===== config.mk =====
export PLATFORM = sky130hd
export DESIGN_NAME = zbh_hasher_flat
export DESIGN_NICKNAME = d
export VERILOG_FILES = /design/src/rtl/zbh_pkg.sv /design/src/rtl/zbh_if.sv /design/src/rtl/zbh_hasher.sv /design/src/flat_wrapper.sv
export SDC_FILE = /design/constraint.sdc
export NUM_CORES = 1
export LEC_CHECK = 0
export BUFFER_PORTS_ARGS = -buffer_cell sky130_fd_sc_hd__buf_2
export CORE_MARGIN = 8
export CORE_UTILIZATION = 54
export CTS_CLUSTER_SIZE = 10
export DETAILED_ROUTE_END_ITERATION = 12
export PLACE_DENSITY_LB_ADDON = 0.05
export SLEW_MARGIN = 20
export SYNTH_ARGS = -nofsm -noshare
export SYNTH_HDL_FRONTEND = slang
export SYNTH_SLANG_ARGS = --single-unit

===== constraint.sdc =====
create_clock -name clk -period 7 [get_ports clk]
set_clock_uncertainty 0.2 [all_clocks]
set_input_delay 0.35 -clock clk [delete_from_list [all_inputs] [get_ports clk]]
set_output_delay 0.35 -clock clk [all_outputs]
set_load 0.005 [all_outputs]

===== src/rtl/zbh_pkg.sv =====
//------------------------------------------------------------------------------
// zbh_pkg
// Shared constants and types for the Zobrist board hash: key table layout,
// generator constants, sequencer states and the key write request.
//------------------------------------------------------------------------------
`default_nettype none

package zbh_pkg;

  // Key table layout
  localparam int KEY_COUNT = 781;
  localparam int KEY_AW    = 10;
  localparam int WHITE_KEY = 768;
  localparam int KSIDE_KEY = 769;
  localparam int QSIDE_KEY = 771;
  localparam int EP_KEY    = 773;
  localparam int KIND_COUNT = 6;

  // Header key slots, in the order of the pending mask
  localparam logic [2:0] HDR_WHITE = 3'd0;
  localparam logic [2:0] HDR_EP    = 3'd1;
  localparam logic [2:0] HDR_BK    = 3'd2;
  localparam logic [2:0] HDR_WK    = 3'd3;
  localparam logic [2:0] HDR_BQ    = 3'd4;
  localparam logic [2:0] HDR_WQ    = 3'd5;

  // 64-bit Mersenne twister
  localparam int          MT_N      = 312;
  localparam int          MT_M      = 156;
  localparam int          MT_AW     = 9;
  localparam logic [63:0] MT_MATRIX = 64'hB502_6F5A_A966_19E9;
  localparam logic [63:0] MT_UPPER  = 64'hFFFF_FFFF_8000_0000;
  localparam logic [63:0] MT_LOWER  = 64'h0000_0000_7FFF_FFFF;
  localparam logic [63:0] MT_MULT   = 64'h5851_F42D_4C95_7F2D;
  localparam logic [63:0] MT_TMASK_B = 64'h71D6_7FFF_EDA6_0000;
  localparam logic [63:0] MT_TMASK_C = 64'hFFF7_EEE0_0000_0000;
  localparam logic [63:0] MT_TMASK_A = 64'h5555_5555_5555_5555;

  // Key generator sequencer
  typedef enum logic [2:0] {
    KG_SEED0,
    KG_SEED,
    KG_TWIST,
    KG_GEN,
    KG_DONE
  } kg_state_t;

  // Hash sequencer
  typedef enum logic {
    HS_IDLE,
    HS_RUN
  } hs_state_t;

  // Key table write request
  typedef struct packed {
    logic              en;
    logic [KEY_AW-1:0] addr;
    logic [63:0]       data;
  } key_wr_t;

endpackage

`default_nettype wire


===== src/rtl/zbh_if.sv =====
//------------------------------------------------------------------------------
// zbh_if
// Valid/ready channels of the board hash: position items in, hashes out.
//------------------------------------------------------------------------------
`default_nettype none

interface zbh_in_if;
  logic        valid;
  logic        ready;
  logic        mode;
  logic        white_to_move;
  logic [3:0]  castle_rights;
  logic        ep_valid;
  logic [5:0]  ep_square;
  logic        piece_color;
  logic [2:0]  piece_kind;
  logic [63:0] piece_bitboard;
  logic        last;

  modport source (
    output valid, mode, white_to_move, castle_rights, ep_valid, ep_square,
           piece_color, piece_kind, piece_bitboard, last,
    input  ready
  );
  modport sink (
    input  valid, mode, white_to_move, castle_rights, ep_valid, ep_square,
           piece_color, piece_kind, piece_bitboard, last,
    output ready
  );
endinterface

interface zbh_out_if;
  logic        valid;
  logic        ready;
  logic [63:0] hash_value;

  modport source (output valid, hash_value, input ready);
  modport sink (input valid, hash_value, output ready);
endinterface

`default_nettype wire


===== src/rtl/zbh_hasher.sv =====
//------------------------------------------------------------------------------
// zbh_hasher
// Hash sequencer: takes one position item, walks its set bits one per cycle
// (lowest first), reads the matching key and folds it into the accumulator.
//------------------------------------------------------------------------------
`default_nettype none

module zbh_hasher (
  input  logic                       clk,
  input  logic                       rst_n,
  input  logic                       keys_done_i,
  zbh_in_if.sink                     in_ch,
  zbh_out_if.source                  out_ch,
  output logic [zbh_pkg::KEY_AW-1:0] rom_raddr_o,
  input  logic [63:0]                rom_rdata_i
);
  import zbh_pkg::*;

  // Index of the single set bit of a one-hot word
  function automatic logic [5:0] onehot_idx(input logic [63:0] oh);
    logic [5:0] idx;
    idx = '0;
    for (int n = 0; n < 64; n++) begin
      if (oh[n]) idx = idx | 6'(n);
    end
    return idx;
  endfunction

  // Header slot to key address
  function automatic logic [KEY_AW-1:0] hdr_addr(input logic [2:0] slot,
                                                 input logic [2:0] epf);
    logic [KEY_AW-1:0] a;
    unique case (slot)
      HDR_WHITE: a = KEY_AW'(WHITE_KEY);
      HDR_EP:    a = KEY_AW'(EP_KEY) + KEY_AW'(epf);
      HDR_BK:    a = KEY_AW'(KSIDE_KEY);
      HDR_WK:    a = KEY_AW'(KSIDE_KEY + 1);
      HDR_BQ:    a = KEY_AW'(QSIDE_KEY);
      HDR_WQ:    a = KEY_AW'(QSIDE_KEY + 1);
      default:   a = KEY_AW'(WHITE_KEY);
    endcase
    return a;
  endfunction

  hs_state_t   st_r, st_nxt;
  logic [63:0] pend_r, pend_nxt;
  logic        hdr_r, hdr_nxt;
  logic [2:0]  epf_r, epf_nxt;
  logic [3:0]  base_r, base_nxt;
  logic        last_r, last_nxt;
  logic        rdv_r, rdv_nxt;
  logic [63:0] acc_r, acc_nxt;
  logic        ovld_r, ovld_nxt;
  logic [63:0] ohash_r, ohash_nxt;

  logic [63:0] lsb;
  logic [5:0]  sq;
  logic        in_take;

  // Lowest pending bit and its key address
  assign lsb         = pend_r & (~pend_r + 64'd1);
  assign sq          = onehot_idx(lsb);
  assign rom_raddr_o = hdr_r ? hdr_addr(sq[2:0], epf_r) : {base_r, sq};

  assign in_ch.ready = (st_r == HS_IDLE) && keys_done_i;
  assign in_take     = in_ch.valid && in_ch.ready;

  always_comb begin
    st_nxt    = st_r;
    pend_nxt  = pend_r;
    hdr_nxt   = hdr_r;
    epf_nxt   = epf_r;
    base_nxt  = base_r;
    last_nxt  = last_r;
    rdv_nxt   = 1'b0;
    acc_nxt   = acc_r;
    ohash_nxt = ohash_r;
    ovld_nxt  = ovld_r && !out_ch.ready;
    unique case (st_r)
      HS_IDLE: begin
        if (in_take) begin
          hdr_nxt  = !in_ch.mode;
          epf_nxt  = in_ch.ep_square[2:0];
          base_nxt = in_ch.piece_color ? {1'b0, in_ch.piece_kind} + 4'(KIND_COUNT)
                                       : {1'b0, in_ch.piece_kind};
          last_nxt = in_ch.last;
          if (!in_ch.mode) begin
            acc_nxt  = 64'd0;
            pend_nxt = {58'd0, in_ch.castle_rights, in_ch.ep_valid,
                        in_ch.white_to_move};
          end else if (in_ch.piece_kind < 3'(KIND_COUNT)) begin
            pend_nxt = in_ch.piece_bitboard;
          end else begin
            pend_nxt = 64'd0;
          end
          st_nxt = HS_RUN;
        end
      end
      HS_RUN: begin
        // fold the key read last cycle
        if (rdv_r) begin
          acc_nxt = acc_r ^ rom_rdata_i;
        end
        // issue the next key read
        if (pend_r != 64'd0) begin
          pend_nxt = pend_r & ~lsb;
          rdv_nxt  = 1'b1;
        end
        // item complete; a hash waits for a free output slot
        if ((pend_r == 64'd0) && !rdv_r) begin
          if (!last_r) begin
            st_nxt = HS_IDLE;
          end else if (!ovld_r || out_ch.ready) begin
            ovld_nxt  = 1'b1;
            ohash_nxt = acc_r;
            st_nxt    = HS_IDLE;
          end
        end
      end
    endcase
  end

  // Control registers
  always_ff @(posedge clk) begin
    if (!rst_n) begin
      st_r   <= HS_IDLE;
      rdv_r  <= 1'b0;
      ovld_r <= 1'b0;
      acc_r  <= 64'd0;
      pend_r <= 64'd0;
    end else begin
      st_r   <= st_nxt;
      rdv_r  <= rdv_nxt;
      ovld_r <= ovld_nxt;
      acc_r  <= acc_nxt;
      pend_r <= pend_nxt;
    end
  end

  // Item registers
  always_ff @(posedge clk) begin
    hdr_r   <= hdr_nxt;
    epf_r   <= epf_nxt;
    base_r  <= base_nxt;
    last_r  <= last_nxt;
    ohash_r <= ohash_nxt;
  end

  assign out_ch.valid      = ovld_r;
  assign out_ch.hash_value = ohash_r;

endmodule

`default_nettype wire

===== src/flat_wrapper.sv =====
// flat-port wrapper written by rule: the top's interface ports become plain ports
module zbh_hasher_flat import zbh_pkg::*;
  (clk, rst_n, keys_done_i, rom_raddr_o, rom_rdata_i, in_ch_valid, in_ch_mode, in_ch_white_to_move, in_ch_castle_rights, in_ch_ep_valid, in_ch_ep_square, in_ch_piece_color, in_ch_piece_kind, in_ch_piece_bitboard, in_ch_last, in_ch_ready, out_ch_valid, out_ch_hash_value, out_ch_ready);
  zbh_in_if in_ch_i ();
  zbh_out_if out_ch_i ();
  input  logic clk;
  input  logic rst_n;
  input  logic keys_done_i;
  output logic [zbh_pkg::KEY_AW-1:0] rom_raddr_o;
  input  logic [63:0] rom_rdata_i;
  input wire logic [$bits(in_ch_i.valid)-1:0] in_ch_valid;
  input wire logic [$bits(in_ch_i.mode)-1:0] in_ch_mode;
  input wire logic [$bits(in_ch_i.white_to_move)-1:0] in_ch_white_to_move;
  input wire logic [$bits(in_ch_i.castle_rights)-1:0] in_ch_castle_rights;
  input wire logic [$bits(in_ch_i.ep_valid)-1:0] in_ch_ep_valid;
  input wire logic [$bits(in_ch_i.ep_square)-1:0] in_ch_ep_square;
  input wire logic [$bits(in_ch_i.piece_color)-1:0] in_ch_piece_color;
  input wire logic [$bits(in_ch_i.piece_kind)-1:0] in_ch_piece_kind;
  input wire logic [$bits(in_ch_i.piece_bitboard)-1:0] in_ch_piece_bitboard;
  input wire logic [$bits(in_ch_i.last)-1:0] in_ch_last;
  output wire logic [$bits(in_ch_i.ready)-1:0] in_ch_ready;
  output wire logic [$bits(out_ch_i.valid)-1:0] out_ch_valid;
  output wire logic [$bits(out_ch_i.hash_value)-1:0] out_ch_hash_value;
  input wire logic [$bits(out_ch_i.ready)-1:0] out_ch_ready;
  assign in_ch_i.valid = in_ch_valid;
  assign in_ch_i.mode = in_ch_mode;
  assign in_ch_i.white_to_move = in_ch_white_to_move;
  assign in_ch_i.castle_rights = in_ch_castle_rights;
  assign in_ch_i.ep_valid = in_ch_ep_valid;
  assign in_ch_i.ep_square = in_ch_ep_square;
  assign in_ch_i.piece_color = in_ch_piece_color;
  assign in_ch_i.piece_kind = in_ch_piece_kind;
  assign in_ch_i.piece_bitboard = in_ch_piece_bitboard;
  assign in_ch_i.last = in_ch_last;
  assign in_ch_ready = in_ch_i.ready;
  assign out_ch_valid = out_ch_i.valid;
  assign out_ch_hash_value = out_ch_i.hash_value;
  assign out_ch_i.ready = out_ch_ready;
  zbh_hasher u_core (.clk(clk), .rst_n(rst_n), .keys_done_i(keys_done_i), .in_ch(in_ch_i), .out_ch(out_ch_i), .rom_raddr_o(rom_raddr_o), .rom_rdata_i(rom_rdata_i));
endmodule

==> results of run 1 <==
## report_power, final
part | switching [mW] | total [mW] | internal [mW]
Clock | 0.459 | 1.11 | 0.649
Combinational | 0.354 | 0.596 | 0.243
Sequential | 0.0323 | 1.30 | 1.27
## metrics by stage
stage	std cells	instance area (um2)	power, mW
after floorplan	1031	9560	1.67
after global placement	1428	10800	1.85
after CTS	1597	12700	3.01
after detailed placement	1428	10800	1.85
after global routing	1597	12800	3.13
final	1597	12800	3.00
## synth_stat cells (3+ instances only)
library cell                  n
sky130_fd_sc_hd__a21oi_1     27
sky130_fd_sc_hd__nor2b_1     40
sky130_fd_sc_hd__or2_2        5
sky130_fd_sc_hd__nand4b_1     3
sky130_fd_sc_hd__o21bai_1     3
sky130_fd_sc_hd__o211ai_1     7
sky130_fd_sc_hd__and2_1      10
sky130_fd_sc_hd__a31oi_1     15
sky130_fd_sc_hd__o21ai_1     19
sky130_fd_sc_hd__and3_1      12
sky130_fd_sc_hd__dfxtp_1    131
sky130_fd_sc_hd__ha_1         3
sky130_fd_sc_hd__clkbuf_1    43
sky130_fd_sc_hd__nand3_1     14
sky130_fd_sc_hd__buf_6        3
sky130_fd_sc_hd__nand4_1     11
sky130_fd_sc_hd__and4_1       4
sky130_fd_sc_hd__or4_1       15
sky130_fd_sc_hd__nor3_2       4
sky130_fd_sc_hd__a21o_1       4
sky130_fd_sc_hd__o22ai_1      4
sky130_fd_sc_hd__a22oi_1     39
sky130_fd_sc_hd__edfxtp_1    73
sky130_fd_sc_hd__nor4b_1      6
sky130_fd_sc_hd__nor2_1     118
sky130_fd_sc_hd__a21boi_1    27
sky130_fd_sc_hd__a21boi_0     4
sky130_fd_sc_hd__a221o_1      4
sky130_fd_sc_hd__or3_1        9
sky130_fd_sc_hd__nand2_1    147
sky130_fd_sc_hd__o2111ai_1    4
sky130_fd_sc_hd__xor2_1      65
sky130_fd_sc_hd__inv_1       19
sky130_fd_sc_hd__nor4_1      20
sky130_fd_sc_hd__nor3_1      22
sky130_fd_sc_hd__buf_2        9
sky130_fd_sc_hd__o21ai_0     38
## routing by layer
metal	global-route usage, %	wire length [um]	up-vias
li1	-	-	4332
met1	32.7	12600	4224
met2	44.7	14500	313
met3	5.01	2020	66
met4	8.78	795	0
met5	0	0	-
## layout by cell type, fill, tap and decap left out, types with 3 or more instances in the layout
cell and n:
sky130_fd_sc_hd__nor4_1 20, sky130_fd_sc_hd__and2_1 10, sky130_fd_sc_hd__nand4b_1 3, sky130_fd_sc_hd__o2111ai_1 4, sky130_fd_sc_hd__nor4b_1 6, sky130_fd_sc_hd__a21o_1 4
sky130_fd_sc_hd__o211ai_1 7, sky130_fd_sc_hd__or3_1 9, sky130_fd_sc_hd__clkbuf_16 24, sky130_fd_sc_hd__a22oi_1 39, sky130_fd_sc_hd__nor3_1 22, sky130_fd_sc_hd__dfxtp_1 131
sky130_fd_sc_hd__a21boi_1 27, sky130_fd_sc_hd__a221o_1 4, sky130_fd_sc_hd__or4_1 15, sky130_fd_sc_hd__or2_2 5, sky130_fd_sc_hd__inv_1 19, sky130_fd_sc_hd__and4_1 4
sky130_fd_sc_hd__ha_1 3, sky130_fd_sc_hd__nand4_1 11, sky130_fd_sc_hd__clkbuf_1 15, sky130_fd_sc_hd__nand2_1 147, sky130_fd_sc_hd__xor2_1 65, sky130_fd_sc_hd__buf_2 223
sky130_fd_sc_hd__buf_4 7, sky130_fd_sc_hd__nand3_1 14, sky130_fd_sc_hd__a31oi_1 15, sky130_fd_sc_hd__o22ai_1 4, sky130_fd_sc_hd__nor2b_1 40, sky130_fd_sc_hd__nor2_1 117
sky130_fd_sc_hd__a21boi_0 4, sky130_fd_sc_hd__and3_1 11, sky130_fd_sc_hd__o21ai_0 38, sky130_fd_sc_hd__o21ai_1 17, sky130_fd_sc_hd__o21bai_1 3, sky130_fd_sc_hd__a21oi_1 27
sky130_fd_sc_hd__nor3_2 4, sky130_fd_sc_hd__edfxtp_1 73, sky130_fd_sc_hd__dlygate4sd3_1 127
## how the worst max path moves through the flow
stage	start	end
detailed placement	u_core.pend_r[7]	u_core.out_ch.hash_value[9]
global route	u_core.pend_r[0]	rom_raddr_o[0]
finish	u_core.pend_r[34]	rom_raddr_o[3]
floorplan	u_core.pend_r[52]	u_core.out_ch.hash_value[0]
CTS	u_core.pend_r[0]	rom_raddr_o[0]
global placement	u_core.pend_r[0]	u_core.out_ch.hash_value[9]
## area by class of cell
class	count	share of cell area (%)
inverter	20	0.589
clock inverter	2	0.167
tap	225	2.21
multi-input combinational	749	34.9
timing repair buffer	357	19.1
sequential	204	37.8
clock buffer	40	5.26
## registers in the layout, indices dropped and copies added, names as in the netlist
| signal | cells |
|---|---|
| u_core.out_ch.hash_value | 64 |
| u_core.st_r | 1 |
| u_core.epf_r | 3 |
| u_core.hdr_r | 1 |
| u_core.last_r | 1 |
| u_core.acc_r | 64 |
| u_core.pend_r | 64 |
| u_core.base_r | 4 |
| u_core.out_ch.valid | 1 |
| u_core.rdv_r | 1 |
## worst reg2reg max path, stage by stage (launching register included)
cell and delay, ns:
sky130_fd_sc_hd__dfxtp_1 0.38, sky130_fd_sc_hd__nor4_1 0.53, sky130_fd_sc_hd__and4_1 0.48, sky130_fd_sc_hd__and4_4 0.42
sky130_fd_sc_hd__nand2_2 0.13, sky130_fd_sc_hd__nor4_1 0.48, sky130_fd_sc_hd__nand3_1 0.20, sky130_fd_sc_hd__nor2_4 0.86
sky130_fd_sc_hd__buf_4 0.50
## kinds of logic (layout without fill, tap and decap cells)
| logic type | after synthesis | count (layout) | synth area share, % |
|---|---|---|---|
| AND/OR/NAND/NOR | 461 | 461 | 24.4 |
| adder cells (fa/ha/maj) | 3 | 3 | 0.393 |
| AO/OA/AOI/OAI | 217 | 217 | 15.2 |
| buffers and inverters | 78 | 419 | 3.45 |
| XOR/XNOR | 67 | 67 | 6.14 |
| flip-flops | 204 | 204 | 50.4 |
| multiplexers | 1 | 1 | 0.105 |
==> results.py, run 1 <==
metrics = {
    "run_status": {
        "run_status": "finished, violations left",
        "violations": "hold timing",
    },
    "setup_path": {
        "timing.critical_path.max_delay_family": "simple AND/OR/NAND/NOR gates",
        "timing.critical_path.cells": "or4_1, nor4_1, a31oi_1, o22ai_1, a31oi_1, and4b_4, nor3_2, a31oi_1, a21oi_1, buf_2",
        "timing.setup.critical_path_class": "reg2out",
        "rr_endpoint": "u_core.out_ch.hash_value[13]",
        "setup.reg_to_reg.worst_slack_ns": 2.46,
        "cp-end-kind": "output pin",
        "critPathSlowestCell": "sky130_fd_sc_hd__nor4_1",
        "cpMostUsedCell": "sky130_fd_sc_hd__a31oi_1",
        "crit_path_start_kind": "flip-flop",
        "critPathMaxStageDelay_ns": 0.90,
        "cp_max_fo": 9,
        "rr_worst_depth": 8,
        "crit_buf_inv": 1,
        "path_depth": 10,
        "arrival_ns": 4.06,
        "r2r-start": "u_core.pend_r[7]",
        "worstPathRequired_ns": 6.45,
    },
    "place": {
        "port_buffers": 223,
        "gp_routability_congestion": 0.941,
        "dp.final_hpwl_um": 19800,
        "dpl_worst_slack_ns": 2.50,
    },
    "global_route": {
        "grt_pass1_wl_um": 47300,
        "number_of_antenna_violations_at_the_first_check_in_global_routing": 0,
        "grt_pass1_vias": 8933,
        "groute.usage.overall_pct": 26.2,
        "grt_start_max_net_pins": 69,
        "grt_remaining_overflow": 0,
    },
    "synthesis": {
        "synth.area.top_cells": "sky130_fd_sc_hd__dfxtp_1 27%, sky130_fd_sc_hd__edfxtp_1 23%, sky130_fd_sc_hd__xor2_1 6.0%",
        "synthDistinctLibCells": 74,
        "yosys.area.top_type_share_pct": 27.4,
        "synth.net_count": 1185,
        "ys_ff_latch": 204,
        "synth.yosys.seq_area_share_pct": 50.4,
        "ys_warn_count": 0,
        "synth_area_leader_cell": "sky130_fd_sc_hd__dfxtp_1",
        "primary_ff_master_synth": "sky130_fd_sc_hd__dfxtp_1",
        "asyncSetResetFlopFracSynth_pct": 0,
        "synthesis.area_um2": 9560,
        "synth_area_per_cell_um2": 9.27,
        "syn_inst": 1031,
        "synth-edff-count": 73,
    },
    "sta": {
        "fin_setup_tns_ns": 0,
        "timing.max_slew.rel_slack_pct": 24.6,
        "number_of_endpoints_with_negative_hold_slack_in_the_final_report": 1,
        "clock.fmax_ghz": 0.217,
        "grt_setup_unrepaired": "no",
        "setup-violations-final": 0,
        "setup_ws_ns": 2.39,
        "tightestPinTransition_ns": 1.12,
        "fin_crit_ns": 4.61,
        "slew_violations": 0,
        "share_of_the_cycle_needed_by_the_critical_path_after_routing_pct": 65.9,
        "final.hold.worst_slack_ns": -0.00532,
    },
    "cts": {
        "tritoncts": "built",
        "cts-buffers-inserted": 24,
        "h-tree-depth": 1,
        "postCtsSetupRepairBufs": 0,
        "cts-hold-fix-buffers": 127,
        "cts_resized": 0,
        "cts_sinks": 204,
        "clk_root_buffer_cell": "sky130_fd_sc_hd__clkbuf_16",
        "cts.path.max_buffers": 3,
        "clkLatencyLatePin_ns": 0.51,
        "worst_setup_hold_path_clk_slew_ns": 0.05,
    },
    "die": {
        "floorplan.initialDensity_pct": 55.3,
        "core_area_um2": 17300,
        "row_count": 48,
        "die_area_um2": 22200,
        "io-pin-count": 227,
        "chipHeight_um": 149,
        "floorplan.die.width_um": 149,
    },
    "finish": {
        "layout.area.seq_um2": 4810,
        "drive_above_1_share_pct": 20.9,
        "antenna_cells": 0,
        "layout-area-overhead-vs-synth_pct": 33.4,
        "multiInputGateArea_um2": 4450,
        "filler_cell_count": 1313,
        "final_core_utilization_pct": 73.7,
        "nets": 1510,
    },
    "detailed_routing": {
        "drt_pre_antenna_iters": 5,
        "wire_per_inst_um": 18.7,
        "via_per_inst": 5.59,
        "routed-via-count": 8935,
        "antenna_violating_nets_post_route": 0,
        "routed_wirelength_um": 29900,
        "number_of_remaining_drc_errors": 0,
        "drt_first_iter_violations": 665,
    },
    "pwr": {
        "peakVddDrop_v": 0.000176,
        "power_leakage_nw": 5.06,
        "power_density_normalized_to_cell_area_nw_per_um2": 235,
    },
    "worst_hold_path": {
        "holdPathStages": 4,
        "min-delay-path-class": "in2reg",
        "hold_path.startpoint": "rom_rdata_i[17]",
        "hold_endpoint": "u_core.acc_r[17]",
    },
    "flow_run": {
        "maximum_capacitance_violations": 0,
    },
}
Note: power is estimated with default switching activity, not from simulation.
==> inputs of run 2 (changes only) <==
clock period = 4.6 ns   (was 7 ns; I/O delays follow)
==> run 2 against run 1 <==
The run now ends clean. Non-clock buffer count is 33 higher. Via count is 2.1% higher. Highest routed layer unchanged. Clock-buffer cell count is 3 higher. Sequential share of layout area is 1.0 points lower. Worst setup slack worse by 2.1 ns. Worst hold slack better by 0.056 ns. Sequential cell count stayed put. Global-route usage is 1.4 points higher.
==> results.py, run 2 (synthesis gave the netlist of run 1 again) <==
metrics = {
    "finish": {
        "drive_above_1_share_pct": 20.8,
        "antenna_cells": 0,
        "mostFrequentLayoutCells": "223 x sky130_fd_sc_hd__buf_2, 154 x sky130_fd_sc_hd__dlygate4sd3_1, 147 x sky130_fd_sc_hd__nand2_1",
        "final_cell_area_um2": 13100,
        "instances_no_fill": 1632,
        "nets": 1543,
        "most_common_cell_after_layout_fill_and_taps_aside": "sky130_fd_sc_hd__buf_2",
        "layout-area-overhead-vs-synth_pct": 37.1,
    },
    "sta": {
        "timing.max_slew.rel_slack_pct": 46.2,
        "fin_crit_ns": 4.34,
        "clock.fmax_ghz": 0.231,
        "setup-violations-final": 0,
        "slew_violations": 0,
        "grt_setup_unrepaired": "no",
        "share_of_the_cycle_needed_by_the_critical_path_after_routing_pct": 94.2,
        "fin_setup_tns_ns": 0,
        "setup_ws_ns": 0.265,
        "number_of_endpoints_with_negative_hold_slack_in_the_final_report": 0,
        "tightestPinTransition_ns": 0.800,
    },
    "die": {
        "floorplan.die.width_um": 149,
        "die_area_um2": 22200,
        "io-pin-count": 227,
        "chipHeight_um": 149,
        "floorplan.initialDensity_pct": 55.3,
        "core_area_um2": 17300,
        "row_count": 48,
    },
    "setup_path": {
        "timing.critical_path.max_delay_family": "simple AND/OR/NAND/NOR gates",
        "timing.critical_path.cells": "or4_1, nor4_1, buf_4, a31oi_1, o22ai_1, a31oi_1, and4b_4, nor3_2, a31oi_1, a21oi_1, buf_2",
        "cp-end-kind": "output pin",
        "critPathSlowestCell": "sky130_fd_sc_hd__or4_1",
        "timing.setup.critical_path_class": "reg2out",
        "cp_max_fo": 9,
        "cpMostUsedCell": "sky130_fd_sc_hd__a31oi_1",
        "worstPathRequired_ns": 4.17,
        "crit_path_start_kind": "flip-flop",
        "arrival_ns": 3.91,
        "crit_buf_inv": 2,
        "critPathMaxStageDelay_ns": 0.68,
    },
    "place": {
        "port_buffers": 223,
        "gp_routability_congestion": 0.954,
        "dpl_cell_area_um2": 10900,
        "placedCellCount": 1434,
        "dpl_worst_slack_ns": 0.965,
        "dp.final_hpwl_um": 20000,
    },
    "global_route": {
        "grt_start_max_net_pins": 69,
        "grt_pass1_vias": 9224,
        "grt_remaining_overflow": 0,
        "number_of_antenna_violations_at_the_first_check_in_global_routing": 0,
        "grt_pass1_wl_um": 49600,
        "groute.usage.overall_pct": 27.6,
    },
    "pwr": {
        "power_density_normalized_to_cell_area_nw_per_um2": 354,
        "p_total_mw": 4.64,
        "peakVddDrop_v": 0.000301,
        "power_leakage_nw": 5.23,
    },
    "detailed_routing": {
        "drt_pre_antenna_iters": 5,
        "wl_met3_um": 2450,
        "number_of_remaining_drc_errors": 0,
        "routed_wirelength_um": 31300,
        "wire_per_inst_um": 19.2,
        "met1Wirelength_um": 12600,
        "routed-via-count": 9124,
        "top_layer_used": "met4",
        "drt_first_iter_violations": 777,
        "route.met2.wl_um": 15400,
        "via_per_inst": 5.59,
        "antenna_violating_nets_post_route": 0,
    },
    "cts": {
        "tritoncts": "built",
        "clk_root_buffer_cell": "sky130_fd_sc_hd__clkbuf_16",
        "cts-buffers-inserted": 24,
        "clkLatencyLatePin_ns": 0.52,
        "cts.path.max_buffers": 3,
        "cts_sinks": 204,
        "worst_setup_hold_path_clk_slew_ns": 0.06,
        "cts_resized": 0,
        "h-tree-depth": 1,
    },
    "worst_hold_path": {
        "min-delay-path-class": "in2reg",
    },
    "run_status": {
        "run_status": "completed",
    },
    "flow_run": {
        "maximum_capacitance_violations": 0,
    },
}
[run 2: where the power goes]
part / internal [mW] / switching, mW / total, mW / leakage [nW]
clock network: 1.01 / 0.708 / 1.72 / 0.337
registers: 1.93 / 0.0505 / 1.98 / 1.70
logic: 0.397 / 0.554 / 0.951 / 3.19
total: 3.33 / 1.31 / 4.64 / 5.23
[run 2: final cells by class]
| cell class | instances | area, um2 |
|---|---|---|
| Sequential cell | 204 | 4810 |
| Multi-Input combinational cell | 749 | 4450 |
| Fill cell | 1206 | 4190 |
| Timing Repair Buffer | 390 | 2780 |
| Clock buffer | 43 | 692 |
| Tap cell | 225 | 282 |
| Inverter | 20 | 75.1 |
| Clock inverter | 1 | 16.3 |
[run 2: worst paths after layout]
kind | from | to | slack [ns] | cells past startpoint
max | u_core.pend_r[34] | rom_raddr_o[3] | 0.26 | 11
min | in_ch_valid | u_core.st_r | 0.05 | 4
max reg2reg | u_core.pend_r[0] | u_core.out_ch.hash_value[9] | 0.99 | 8
min reg2reg | u_core.acc_r[50] | u_core.out_ch.hash_value[50] | 0.25 | 0
[run 2: layer usage]
metal	vias to the layer above	global-route usage [%]
met1	4293	34.7
met4	0	8.48
met5	-	0
li1	4398	-
met2	371	46.5
met3	62	5.89
[run 2: per-stage QoR]
| step | util [%] | hold slack [ns] |
|---|---|---|
| final | 75.8 | 0.0503 |
| after global routing | 75.8 | 0.0518 |
| after CTS | 75.8 | 0.0433 |
| after detailed placement | 62.8 | 0.210 |
| after global placement | 62.8 | 0.208 |
| after floorplan | - | 0.129 |
[run 2: repair_timing]
item                                    in CTS  in global routing
endpoints found under the hold margin      138                  0
hold buffers                               154                  0
endpoints found under the setup margin       0                  0
buffers inserted                             0                  0
[run 2: tightest hold or removal path, cell delays in order]
cell and delay [ns]:
sky130_fd_sc_hd__buf_2 0.08, sky130_fd_sc_hd__nand2_1 0.07, sky130_fd_sc_hd__buf_4 0.20, sky130_fd_sc_hd__a21boi_0 0.15
